### config.mk
export PLATFORM = sky130hd
export DESIGN_NAME = pto_cell
export DESIGN_NICKNAME = d
export VERILOG_FILES = /design/src/sv/pto_pkg.sv /design/src/sv/pto_cell.sv
export SDC_FILE = /design/constraint.sdc
export NUM_CORES = 1
export LEC_CHECK = 0
export ABC_AREA = 1
export BUFFER_PORTS_ARGS = -buffer_cell sky130_fd_sc_hd__buf_2
export CORE_AREA = 2 2 354 356
export DETAILED_ROUTE_END_ITERATION = 12
export DIE_AREA = 0 0 356 358
export SETUP_SLACK_MARGIN = 0.02
export SLEW_MARGIN = 20
export SYNTH_ARGS = -nofsm -noshare
export SYNTH_HDL_FRONTEND = slang
export SYNTH_SLANG_ARGS = --single-unit
### constraint.sdc
create_clock -name clk -period 23.1 [get_ports clk]
set_clock_uncertainty 0.05 [all_clocks]
set_input_delay 1.155 -clock clk [delete_from_list [all_inputs] [get_ports clk]]
set_output_delay 1.155 -clock clk [all_outputs]
set_load 0.02 [all_outputs]
### src/sv/pto_pkg.sv
// types and codes shared by the order book cells and the top level
package pto_pkg;

  localparam logic [2:0] KIND_ADD    = 3'd0;
  localparam logic [2:0] KIND_CANCEL = 3'd1;
  localparam logic [2:0] KIND_MODIFY = 3'd2;
  localparam logic [2:0] KIND_POPBUY = 3'd3;
  localparam logic [2:0] KIND_POPSEL = 3'd4;
  localparam logic [2:0] KIND_EXPIRE = 3'd5;

  localparam logic [2:0] ST_OK        = 3'd0;
  localparam logic [2:0] ST_NOT_FOUND = 3'd1;
  localparam logic [2:0] ST_FULL      = 3'd2;
  localparam logic [2:0] ST_DUPLICATE = 3'd3;
  localparam logic [2:0] ST_EMPTY     = 3'd4;

  localparam logic [47:0] NO_EXPIRY = 48'hFFFF_FFFF_FFFF;
  localparam logic [6:0]  CNT_MAX   = 7'd127;

  typedef struct packed {
    logic        buy;
    logic [31:0] price;
    logic [31:0] qty;
    logic [30:0] id;
    logic [47:0] expiry;
  } rec_t;

  typedef struct packed {
    logic        has;
    logic [31:0] price;
    logic [30:0] id;
    logic [31:0] qty;
  } best_t;

  // broadcast from the sequencer to every cell
  typedef struct packed {
    logic        rm_en;
    logic        ins_en;
    logic        by_id;
    logic [30:0] key;
    logic [46:0] now;
    rec_t        rec;
  } cmd_t;

  typedef enum logic [2:0] {
    S_IDLE,
    S_OP,
    S_INS,
    S_EXP,
    S_SCAN,
    S_DONE
  } state_t;

endpackage

### src/sv/pto_cell.sv
// one order cell: holds a resting order, shifts down on removal, passes best-price wave up
module pto_cell (
  input  logic          clk,
  input  logic          rst_n,
  input  pto_pkg::cmd_t cmd,
  input  logic          prev_valid,
  input  logic          next_valid,
  input  pto_pkg::rec_t next_rec,
  input  logic          rm_in,
  output logic          rm_out,
  output logic          valid_o,
  output pto_pkg::rec_t rec_o,
  output logic          match_o,
  output logic          ins_o,
  input  pto_pkg::best_t buy_in,
  input  pto_pkg::best_t sell_in,
  output pto_pkg::best_t buy_out,
  output pto_pkg::best_t sell_out
);

  logic           valid_r, valid_nxt;
  pto_pkg::rec_t  rec_r, rec_nxt;
  pto_pkg::best_t buy_r, buy_nxt, sell_r, sell_nxt;
  logic           expired;
  logic           shift;

  assign expired = (rec_r.expiry != pto_pkg::NO_EXPIRY) &&
                   ($signed(rec_r.expiry) <= $signed({1'b0, cmd.now}));
  assign match_o = valid_r && (cmd.by_id ? (rec_r.id == cmd.key) : expired);
  assign rm_out  = rm_in | match_o;
  assign shift   = cmd.rm_en & rm_out;
  assign ins_o   = cmd.ins_en & ~valid_r & prev_valid;

  always_comb begin
    valid_nxt = valid_r;
    rec_nxt   = rec_r;
    if (shift) begin
      valid_nxt = next_valid;
      rec_nxt   = next_rec;
    end else if (ins_o) begin
      valid_nxt = 1'b1;
      rec_nxt   = cmd.rec;
    end
    buy_nxt  = buy_in;
    sell_nxt = sell_in;
    // strictly better only, so the lower cell keeps a tie
    if (valid_r && rec_r.buy && (!buy_in.has || rec_r.price > buy_in.price)) begin
      buy_nxt = '{has: 1'b1, price: rec_r.price, id: rec_r.id, qty: rec_r.qty};
    end
    if (valid_r && !rec_r.buy && (!sell_in.has || rec_r.price < sell_in.price)) begin
      sell_nxt = '{has: 1'b1, price: rec_r.price, id: rec_r.id, qty: rec_r.qty};
    end
  end

  always_ff @(posedge clk) begin
    if (!rst_n) begin
      valid_r    <= 1'b0;
      buy_r.has  <= 1'b0;
      sell_r.has <= 1'b0;
    end else begin
      valid_r    <= valid_nxt;
      buy_r.has  <= buy_nxt.has;
      sell_r.has <= sell_nxt.has;
    end
    rec_r        <= rec_nxt;
    buy_r.price  <= buy_nxt.price;
    buy_r.id     <= buy_nxt.id;
    buy_r.qty    <= buy_nxt.qty;
    sell_r.price <= sell_nxt.price;
    sell_r.id    <= sell_nxt.id;
    sell_r.qty   <= sell_nxt.qty;
  end

  assign valid_o  = valid_r;
  assign rec_o    = rec_r;
  assign buy_out  = buy_r;
  assign sell_out = sell_r;

endmodule

==> results_dict.tcl, run 1 <==
set metrics [dict create \
    status "completed" \
    cp-end-kind "flip-flop" \
    start_util_pct 13.27 \
    drc 0 \
    final_hold_viol_count 0 \
    viasPerCell 3.935 \
    finalCritPeriodShare_pct 22.49 \
    dieWidth_um 356 \
    crit_type "input pin to flip-flop" \
    period_needed_ns 5.195 \
    cp_top_family "simple AND/OR/NAND/NOR gates" \
    maxSlewHeadroom_pct 37.75 \
    intPower_w 0.001200 \
    dr.pass1.iters 5 \
    start_kind "input pin" \
    numCtsBuffers 44 \
    synth_nets 2676 \
    core_area_um2 123300 \
    drive_above_1_share_pct 35.28 \
    grt_max_degree 94 \
    fp.dieH_um 358 \
    grt_pass1_wl_um 130900 \
    hp-class "flip-flop to flip-flop" \
    design.die.area_um2 127400 \
    track_usage_pct 14.74 \
    cts_tree "built" \
    crit_path_cell_trace "buf_2, inv_1, ha_1, nand2_1, inv_2, nand3_1, nor2_1, nand3_1, nor2_2, nand2_1, nand2_1, inv_1, nand2_1, nand2_1, nand2_1, nand2_2, nand2_8, nand2_8, o21ai_4, buf_4, buf_4" \
    max_cap_viol_count 0 \
    cts-resized-gates 0 \
    io_pins 906 \
    power_switching_w 0.0006317 \
    drt-total-wl_um 99780 \
    p_total_w 0.001831 \
    clkTransAtPathRegs_ns 0.06 \
    power_frac_clock_pct 37.3 \
    crit_buf_inv 6 \
    cts_max_path_buffers 3 \
    clock_latency_ns 0.61 \
    grt_overflow 0 \
    seqPwrFrac_pct 40.7 \
    cellPowerDensity_nw_per_um2 76.20 \
    ys_ff_latch 337 \
    dp.cells 4451 \
    grt_pass1_vias 17116 \
    layout.nets 3536 \
    fmax_mhz 192.5 \
    routedWlPerCell_um 21.97 \
    p_sw_share_pct 34.49 \
    io_buffers 905 \
    rsz0062_at_grt "no" \
    tightest_slew_ns 0.9337 \
    cpPeakStageDelay_ns 0.66 \
    grt_antenna_before_repair 34 \
    crit_fanout 89 \
    avgSynthCellArea_um2 8.181 \
    critPathSlowestCell "buf_4" \
    peakVddDrop_mv 0.05397 \
    cts_setup_buffers 0 \
    ant_nets 0 \
    rows 129 \
    yosys_warnings 0 \
    synth_cell_types 36 \
    htree_levels 2 \
    async_flop_share_pct 0 \
    ys.flop_type "dfxtp_1" \
    fin_cells 4541 \
    setup_viol 0 \
    clock-sinks 337 \
    syn_area_um2 16360 \
    arrival_ns 5.37 \
    synth-edff-count 144 \
    cp.required_ns 23.27 \
    drt_iter0_markers 1488 \
    drv_slew 0 \
    ys_seq_area_share_pct 50.04 \
    combinationalPowerShare_pct 21.9 \
    p_leak_nw 12.42 \
    dp_hpwl_um 80530 \
    vias 17870 \
    fin_setup_tns_ns 0 \
    gp_congestion 0.9635 \
    clockRootBuffer "clkbuf_16" \
    netlist_instances 2000 \
    cts.hold.buffers_added 0 \
    syn_to_final_growth_pct 46.90 \
    path_common_cell "nand2_1" \
]
-- kinds of logic (layout without fill, tap and decap cells) --
family	Yosys count	after routing	synth area share [%]
AO/OA/AOI/OAI	89	89	2.929
AND/OR/NAND/NOR	1188	1188	30.66
buffers and inverters	248	1142	6.454
flip-flops	337	337	50.04
XOR/XNOR	28	28	1.499
other	0	10	0
adder cells (fa/ha/maj)	110	110	8.412
-- state kept, by name, summed over array words and instances (netlist names) --
name      cells
buy_out      96
rec_o       144
sell_out     96
valid_o       1
-- worst min-delay path: cells and delay by family (launching register included) --
| kind | cells | cell delay [ns] |
|---|---|---|
| flops | 1 | 0.37 |
| simple gates | 2 | 0.14 |
-- power groups by stage --
stage / Sequential, W / Combinational, W / Clock (W)
final: 0.000746 / 0.000401 / 0.000684
after global routing: 0.000752 / 0.000437 / 0.000726
after CTS: 0.000747 / 0.000404 / 0.000704
after detailed placement: 0.000759 / 0.000403 / 0
after global placement: 0.000759 / 0.000401 / 0
after floorplan: 0.000803 / 0.000141 / 0
-- cell usage in the layout (no fill, tap or decap), types with 7 or more instances in the layout --
cell,Yosys,final
edfxtp_1,144,144
nand2_2,11,11
buf_4,10,15
nor2_1,46,45
dfxtp_1,193,193
clkinv_2,0,10
inv_2,7,7
a21oi_1,53,53
diode_2,0,10
clkbuf_16,0,45
inv_1,132,131
nand2_1,752,748
nand4_1,23,23
o21ai_0,17,17
ha_1,110,110
xor2_1,22,22
buf_2,19,904
clkinv_1,2,7
nand3_1,339,339
-- synthesized netlist by cell type (2+ instances only) --
cell type	count	area (um^2)
a211oi_1	3	22.52
a21o_1	3	22.52
a21oi_1	53	265.3
buf_1	5	18.77
buf_2	19	95.09
buf_4	10	75.07
buf_6	7	78.83
clkbuf_1	65	244.0
clkinv_1	2	7.510
dfxtp_1	193	3864
edfxtp_1	144	4324
ha_1	110	1376
inv_1	132	495.5
inv_2	7	26.28
nand2_1	752	2823
nand2_2	11	68.82
nand2_4	2	22.52
nand3_1	339	1697
nand4_1	23	143.9
nor2_1	46	172.7
nor2_2	3	18.77
nor3_1	4	20.02
nor4_1	4	25.02
o211ai_1	4	30.03
o21ai_0	17	85.08
o21ai_1	6	30.03
xnor2_1	6	52.55
xor2_1	22	192.7
-- path summary, 6_finish.rpt --
| kind | startpoint | end | slack, ns | cells past startpoint |
|---|---|---|---|---|
| setup / recovery | cmd[171] | rec_o[91] | 17.91 | 21 |
| hold / removal | rec_o[88] | sell_out[9] | 0.49 | 2 |
| setup reg to reg | rec_o[27] | rec_o[91] | 18.01 | 19 |
| hold reg to reg | rec_o[88] | sell_out[9] | 0.49 | 2 |
-- stage by stage --
step	setup slack, ns	utilization, %	cell area (um^2)	hold WS (ns)
2_1_floorplan	14.83	-	16360	0.5913
3_3_place_gp	17.35	18.34	22620	0.4572
3_5_place_dp	17.24	18.34	22620	0.4765
4_1_cts	17.91	19.47	24010	0.4869
5_1_grt	17.65	19.48	24020	0.5171
6_report	17.91	19.49	24040	0.4887
-- per-layer routing --
metal  share of wire, %  global-route usage [%]  vias up
li1                   -                       -     8303
met1                 44                   19.84     8390
met2                 44                   22.68      985
met3                9.2                   4.102      172
met4                3.0                   4.700       20
met5               0.13                       0        -
-- layout make-up --
class | count | area (um^2)
diodes | 10 | 25.02
clock buffers | 54 | 1200
clock inverters | 26 | 190.2
fillers | 13937 | 99280
inverters | 141 | 531.8
multi-input cells | 1415 | 7184
flip-flops and latches | 337 | 8188
well taps | 1637 | 2048
repair buffers | 921 | 4668
(Power assumes the default switching activity.)
==> run 2: changes to the inputs <==
clock period = 4.63 ns   (was 23.1 ns; I/O delays follow)
==> results_dict.tcl, run 2 (same netlist as run 1, synthesis figures left out) <==
set metrics [dict create \
    clockRootBuffer "clkbuf_16" \
    syn_to_final_growth_pct 78.22 \
    rows 129 \
    crit_buf_inv 2 \
    crit_type "flip-flop to flip-flop" \
    routedWlPerCell_um 21.63 \
    ant_nets 0 \
    viasPerCell 4.051 \
    cp-end-kind "flip-flop" \
    cts-resized-gates 0 \
    clock-sinks 337 \
    fmax_mhz 236.9 \
    cpPeakStageDelay_ns 0.56 \
    drv_slew 0 \
    fin_setup_tns_ns 0 \
    largest_reg_flops 144 \
    core_area_um2 123300 \
    design.die.area_um2 127400 \
    start_kind "flip-flop" \
    maxSlewHeadroom_pct 35.95 \
    arrival_ns 4.63 \
    dp_hpwl_um 83390 \
    period_needed_ns 4.222 \
    drive_above_1_share_pct 30.82 \
    drc 0 \
    drt-total-wl_um 109200 \
    grt_antenna_before_repair 39 \
    htree_levels 2 \
    io_pins 906 \
    dr.pass1.iters 6 \
    cp.required_ns 5.04 \
    clock_latency_ns 0.61 \
    p_leak_nw 14.63 \
    grt_pass1_wl_um 145000 \
    layout.nets 4038 \
    rsz0062_at_grt "no" \
    clkTransAtPathRegs_ns 0.06 \
    tightest_slew_ns 0.9571 \
    crit_fanout 144 \
    start_util_pct 13.27 \
    peakVddDrop_mv 0.2596 \
    gp_congestion 0.9649 \
    max_cap_viol_count 0 \
    grt_overflow 0 \
    final_core_util_pct 23.65 \
    cts_tree "built" \
    status "completed" \
    crit_path_cell_trace "ha_1, nand4_1, nor2_1, nand3_1, nor2_2, nand2_1, nand3_1, nand2_1, nand2_1, nand2_1, nand2_2, nand2_8, nand2_8, buf_12, nand2_1, nand2_1, dlygate4sd3_1" \
    numCtsBuffers 44 \
    setup_viol 0 \
    most-common-layout-cells "buf_2 (904), nand2_1 (748), dlygate4sd3_1 (478)" \
    final_hold_viol_count 0 \
    grt_pass1_vias 20084 \
    layout_commonest_cell "buf_2" \
    io_buffers 905 \
    cp_top_family "simple AND/OR/NAND/NOR gates" \
    dieWidth_um 356 \
    hp-class "input pin to flip-flop" \
    track_usage_pct 16.12 \
    path_common_cell "nand2_1" \
    finalCritPeriodShare_pct 91.18 \
    critPathSlowestCell "dlygate4sd3_1" \
    cellPowerDensity_nw_per_um2 332.7 \
    vias 20457 \
    drt_iter0_markers 2050 \
    fp.dieH_um 358 \
    cts_max_path_buffers 3 \
    grt_max_degree 145 \
]
[run 2: changes by cell type in the layout (fill, tap and decap cells not counted), sizes merged]
| cell | delta |
|---|---|
| buf | +24 |
| inv | +1 |
| clkinv | -6 |
| clkinvlp | +1 |
| diode | +6 |
| clkbuf | +5 |
| dlygate4sd3 | +478 |
[run 2: tightest hold or removal path, cell delays in order]
cell     delay (ns)
buf_2          0.11
nand2_1        0.08
nand2_1        0.14
[run 2: power breakdown]
| part | switching, W | internal [W] |
|---|---|---|
| Clock | 0.00153 | 0.00196 |
| Combinational | 0.00149 | 0.00100 |
| Sequential | 0.000283 | 0.00343 |
| Total | 0.00330 | 0.00640 |
[run 2: metal layers]
layer | track usage, % | vias to the layer above | routed length, um
li1 | - | 9310 | -
met5 | 0 | - | 95
met4 | 6.228 | 14 | 4210
met1 | 21.50 | 9667 | 47480
met3 | 3.939 | 252 | 9499
met2 | 24.97 | 1214 | 47930
[run 2: timing repair]
item / in CTS / in global routing
buffers inserted: 0 / 0
endpoints found under the setup margin: 0 / 0
hold endpoints to repair: 336 / 0
hold buffers: 478 / 0
[run 2: layout make-up]
| type | instances | area [um^2] |
|---|---|---|
| antenna | 16 | 40.04 |
| inverter | 141 | 531.8 |
| fill | 13321 | 94150 |
| sequential | 337 | 8188 |
| tap | 1637 | 2048 |
| clock buffer | 59 | 1249 |
| timing repair buffer | 1423 | 9746 |
| multi-input combinational | 1415 | 7184 |
| clock inverter | 22 | 173.9 |
[run 2: final timing paths]
kind / start / to / slack (ns) / cells past startpoint
min: cmd[66] / rec_o[66] / 0.06 / 3
max reg2reg: rec_o[31] / rec_o[122] / 0.41 / 17
min reg2reg: rec_o[109] / sell_out[30] / 0.49 / 2
max: rec_o[31] / rec_o[122] / 0.41 / 17
[run 2: through the flow]
step | instance area, um^2 | worst slack [ns] | total power (W) | std cells | hold slack, ns
CTS | 29120 | 0.3186 | 0.009806 | 5034 | 0.03233
global placement | 22910 | 0.6335 | 0.005854 | 4475 | 0.3681
detailed placement | 22910 | 0.6499 | 0.005864 | 4475 | 0.3707
finish | 29160 | 0.4083 | 0.009701 | 5050 | 0.06418
global route | 29140 | 0.1484 | 0.01013 | 5043 | 0.04906
floorplan | 16370 | 0.9486 | 0.004692 | 2000 | 0.2846
==> run 3: changes to the inputs <==
REMOVE_ABC_BUFFERS = 1   (was default)
==> results_dict.tcl, run 3 (same netlist as run 1, synthesis figures left out) <==
set metrics [dict create \
    drt-total-wl_um 110600 \
    rr_worst_depth 17 \
    hp-start "cmd[29]" \
    numCtsBuffers 44 \
    ant_nets 0 \
    largest_reg_flops 144 \
    rsz0062_at_grt "no" \
    final_hold_viol_count 0 \
    start_kind "flip-flop" \
    multi_input_area_um2 7187 \
    start_util_pct 13.27 \
    clock-sinks 337 \
    drt_iter0_markers 1822 \
    crit_type "flip-flop to flip-flop" \
    tightest_slew_ns 1.061 \
    layout_commonest_cell "buf_2" \
    setup_viol 0 \
    gp_congestion 0.9087 \
    most-common-layout-cells "buf_2 (904), nand2_1 (748), dlygate4sd3_1 (480)" \
    period_needed_ns 4.515 \
    final_core_util_pct 23.71 \
    place_ws_ns 0.3564 \
    grt_pass1_vias 19929 \
    grt_antenna_before_repair 33 \
    fin_area_um2 29240 \
    viasPerCell 4.024 \
    grt_overflow 0 \
    max_cap_viol_count 0 \
    arrival_ns 4.81 \
    htree_levels 2 \
    track_usage_pct 16.29 \
    p_sw_share_pct 33.69 \
    fp.dieH_um 358 \
    rows 129 \
    syn_to_final_growth_pct 78.69 \
    peakVddDrop_mv 0.2686 \
    status "completed" \
    regArea_um2 8188 \
    design.die.area_um2 127400 \
    n_fill_cell 13307 \
    grt_busiest_layer "met2" \
    clock_latency_ns 0.64 \
    hp-class "input pin to flip-flop" \
    holdPathStages 3 \
    routedWlPerCell_um 21.90 \
    clockRootBuffer "clkbuf_16" \
    crit_fanout 144 \
    use_met1_pct 20.22 \
    combinationalPowerShare_pct 25.4 \
    vias 20319 \
    dieWidth_um 356 \
    hold-path-endpoint "rec_o[29]" \
    use_met3_pct 4.178 \
    fmax_mhz 221.5 \
    finalWorstSetupSlack_ns 0.1146 \
    power_switching_w 0.003316 \
    cts_max_path_buffers 3 \
    drive_above_1_share_pct 30.69 \
    seqPwrFrac_pct 37.8 \
    cp.required_ns 4.93 \
    dp_hpwl_um 83850 \
    drc 0 \
    maxSlewHeadroom_pct 29.29 \
    timing.rr.start "rec_o[33]" \
    cellPowerDensity_nw_per_um2 336.7 \
    intPower_w 0.006528 \
    dr.pass1.iters 6 \
    power_frac_clock_pct 36.8 \
    reg2reg_to "rec_o[28]" \
    placed_area_um2 22870 \
    p_leak_nw 14.65 \
    io_pins 906 \
    cp-end-kind "flip-flop" \
    clkTransAtPathRegs_ns 0.06 \
    drv_slew 0 \
    core_area_um2 123300 \
    cts_tree "built" \
    finalCritPeriodShare_pct 97.52 \
    rrSetupSlack_ns 0.11 \
    layout.nets 4032 \
    grt_pass1_wl_um 146900 \
    fin_setup_tns_ns 0 \
    met2_usage_pct 27.18 \
    io_buffers 905 \
    grt_max_degree 145 \
    cts_setup_buffers 0 \
    p_total_w 0.009844 \
]
run 3: what timing repair did:
item / 4_1_cts / 5_1_grt
hold buffers: 480 / 0
endpoints found under the setup margin: 1 / 2
resized for setup: 1 / 2
endpoints found under the hold margin: 335 / 0
run 3: final cells by class:
| cell class | count | share of cell area [%] |
|---|---|---|
| Timing Repair Buffer | 1417 | 33.28 |
| Sequential cell | 337 | 28.01 |
| Multi-Input combinational cell | 1415 | 24.58 |
| Tap cell | 1637 | 7.006 |
| Clock buffer | 65 | 4.485 |
| Inverter | 141 | 1.819 |
| Clock inverter | 17 | 0.6548 |
| Antenna cell | 20 | 0.1712 |
run 3: power groups by stage:
stage | Clock (W) | Sequential [W] | Combinational (W)
after CTS | 0.00374 | 0.00372 | 0.00250
after global routing | 0.00383 | 0.00374 | 0.00270
after floorplan | 0 | 0.00401 | 0.000653
after detailed placement | 0 | 0.00378 | 0.00210
after global placement | 0 | 0.00377 | 0.00208
final | 0.00363 | 0.00372 | 0.00250
run 3: layer usage:
metal,vias to the layer above,share of wire [%]
li1,9305,-
met1,9639,41
met2,1135,47
met3,222,8.3
met4,18,3.8
met5,-,0.11
run 3: worst max-delay path, stage by stage, from the launching register on:
cell and delay (ns):
edfxtp_1 0.56, ha_1 0.37, a21oi_1 0.29, o21ai_0 0.13, nand3_1 0.08, nand2_1 0.06, nor2_1 0.27, nand3_1 0.12
nand2_1 0.19, nand2_1 0.18, nand2_1 0.12, nand2_2 0.10, nand2_8 0.10, nand2_8 0.07, buf_16 0.30, nand2_1 0.30
nand2_1 0.11, dlygate4sd3_1 0.61
run 3: worst max path at each step:
stage / from / end / slack (ns) / cells past startpoint
3_5_place_dp: rec_o[141] / buy_out[63] / 0.36 / 10
5_1_grt: rec_o[27] / rec_o[28] / 0.02 / 19
2_1_floorplan: rec_o[46] / rec_o[0] / -4.17 / 17
6_report: rec_o[33] / rec_o[28] / 0.11 / 17
3_3_place_gp: rec_o[141] / buy_out[63] / 0.40 / 10
4_1_cts: rec_o[33] / rm_out / 0.04 / 14
run 3: through the flow:
step	std cells	hold WS (ns)
global route	5041	0.02126
finish	5049	0.04315
floorplan	1893	0.2846
global placement	4467	0.3682
detailed placement	4467	0.3718
CTS	5029	0.02295
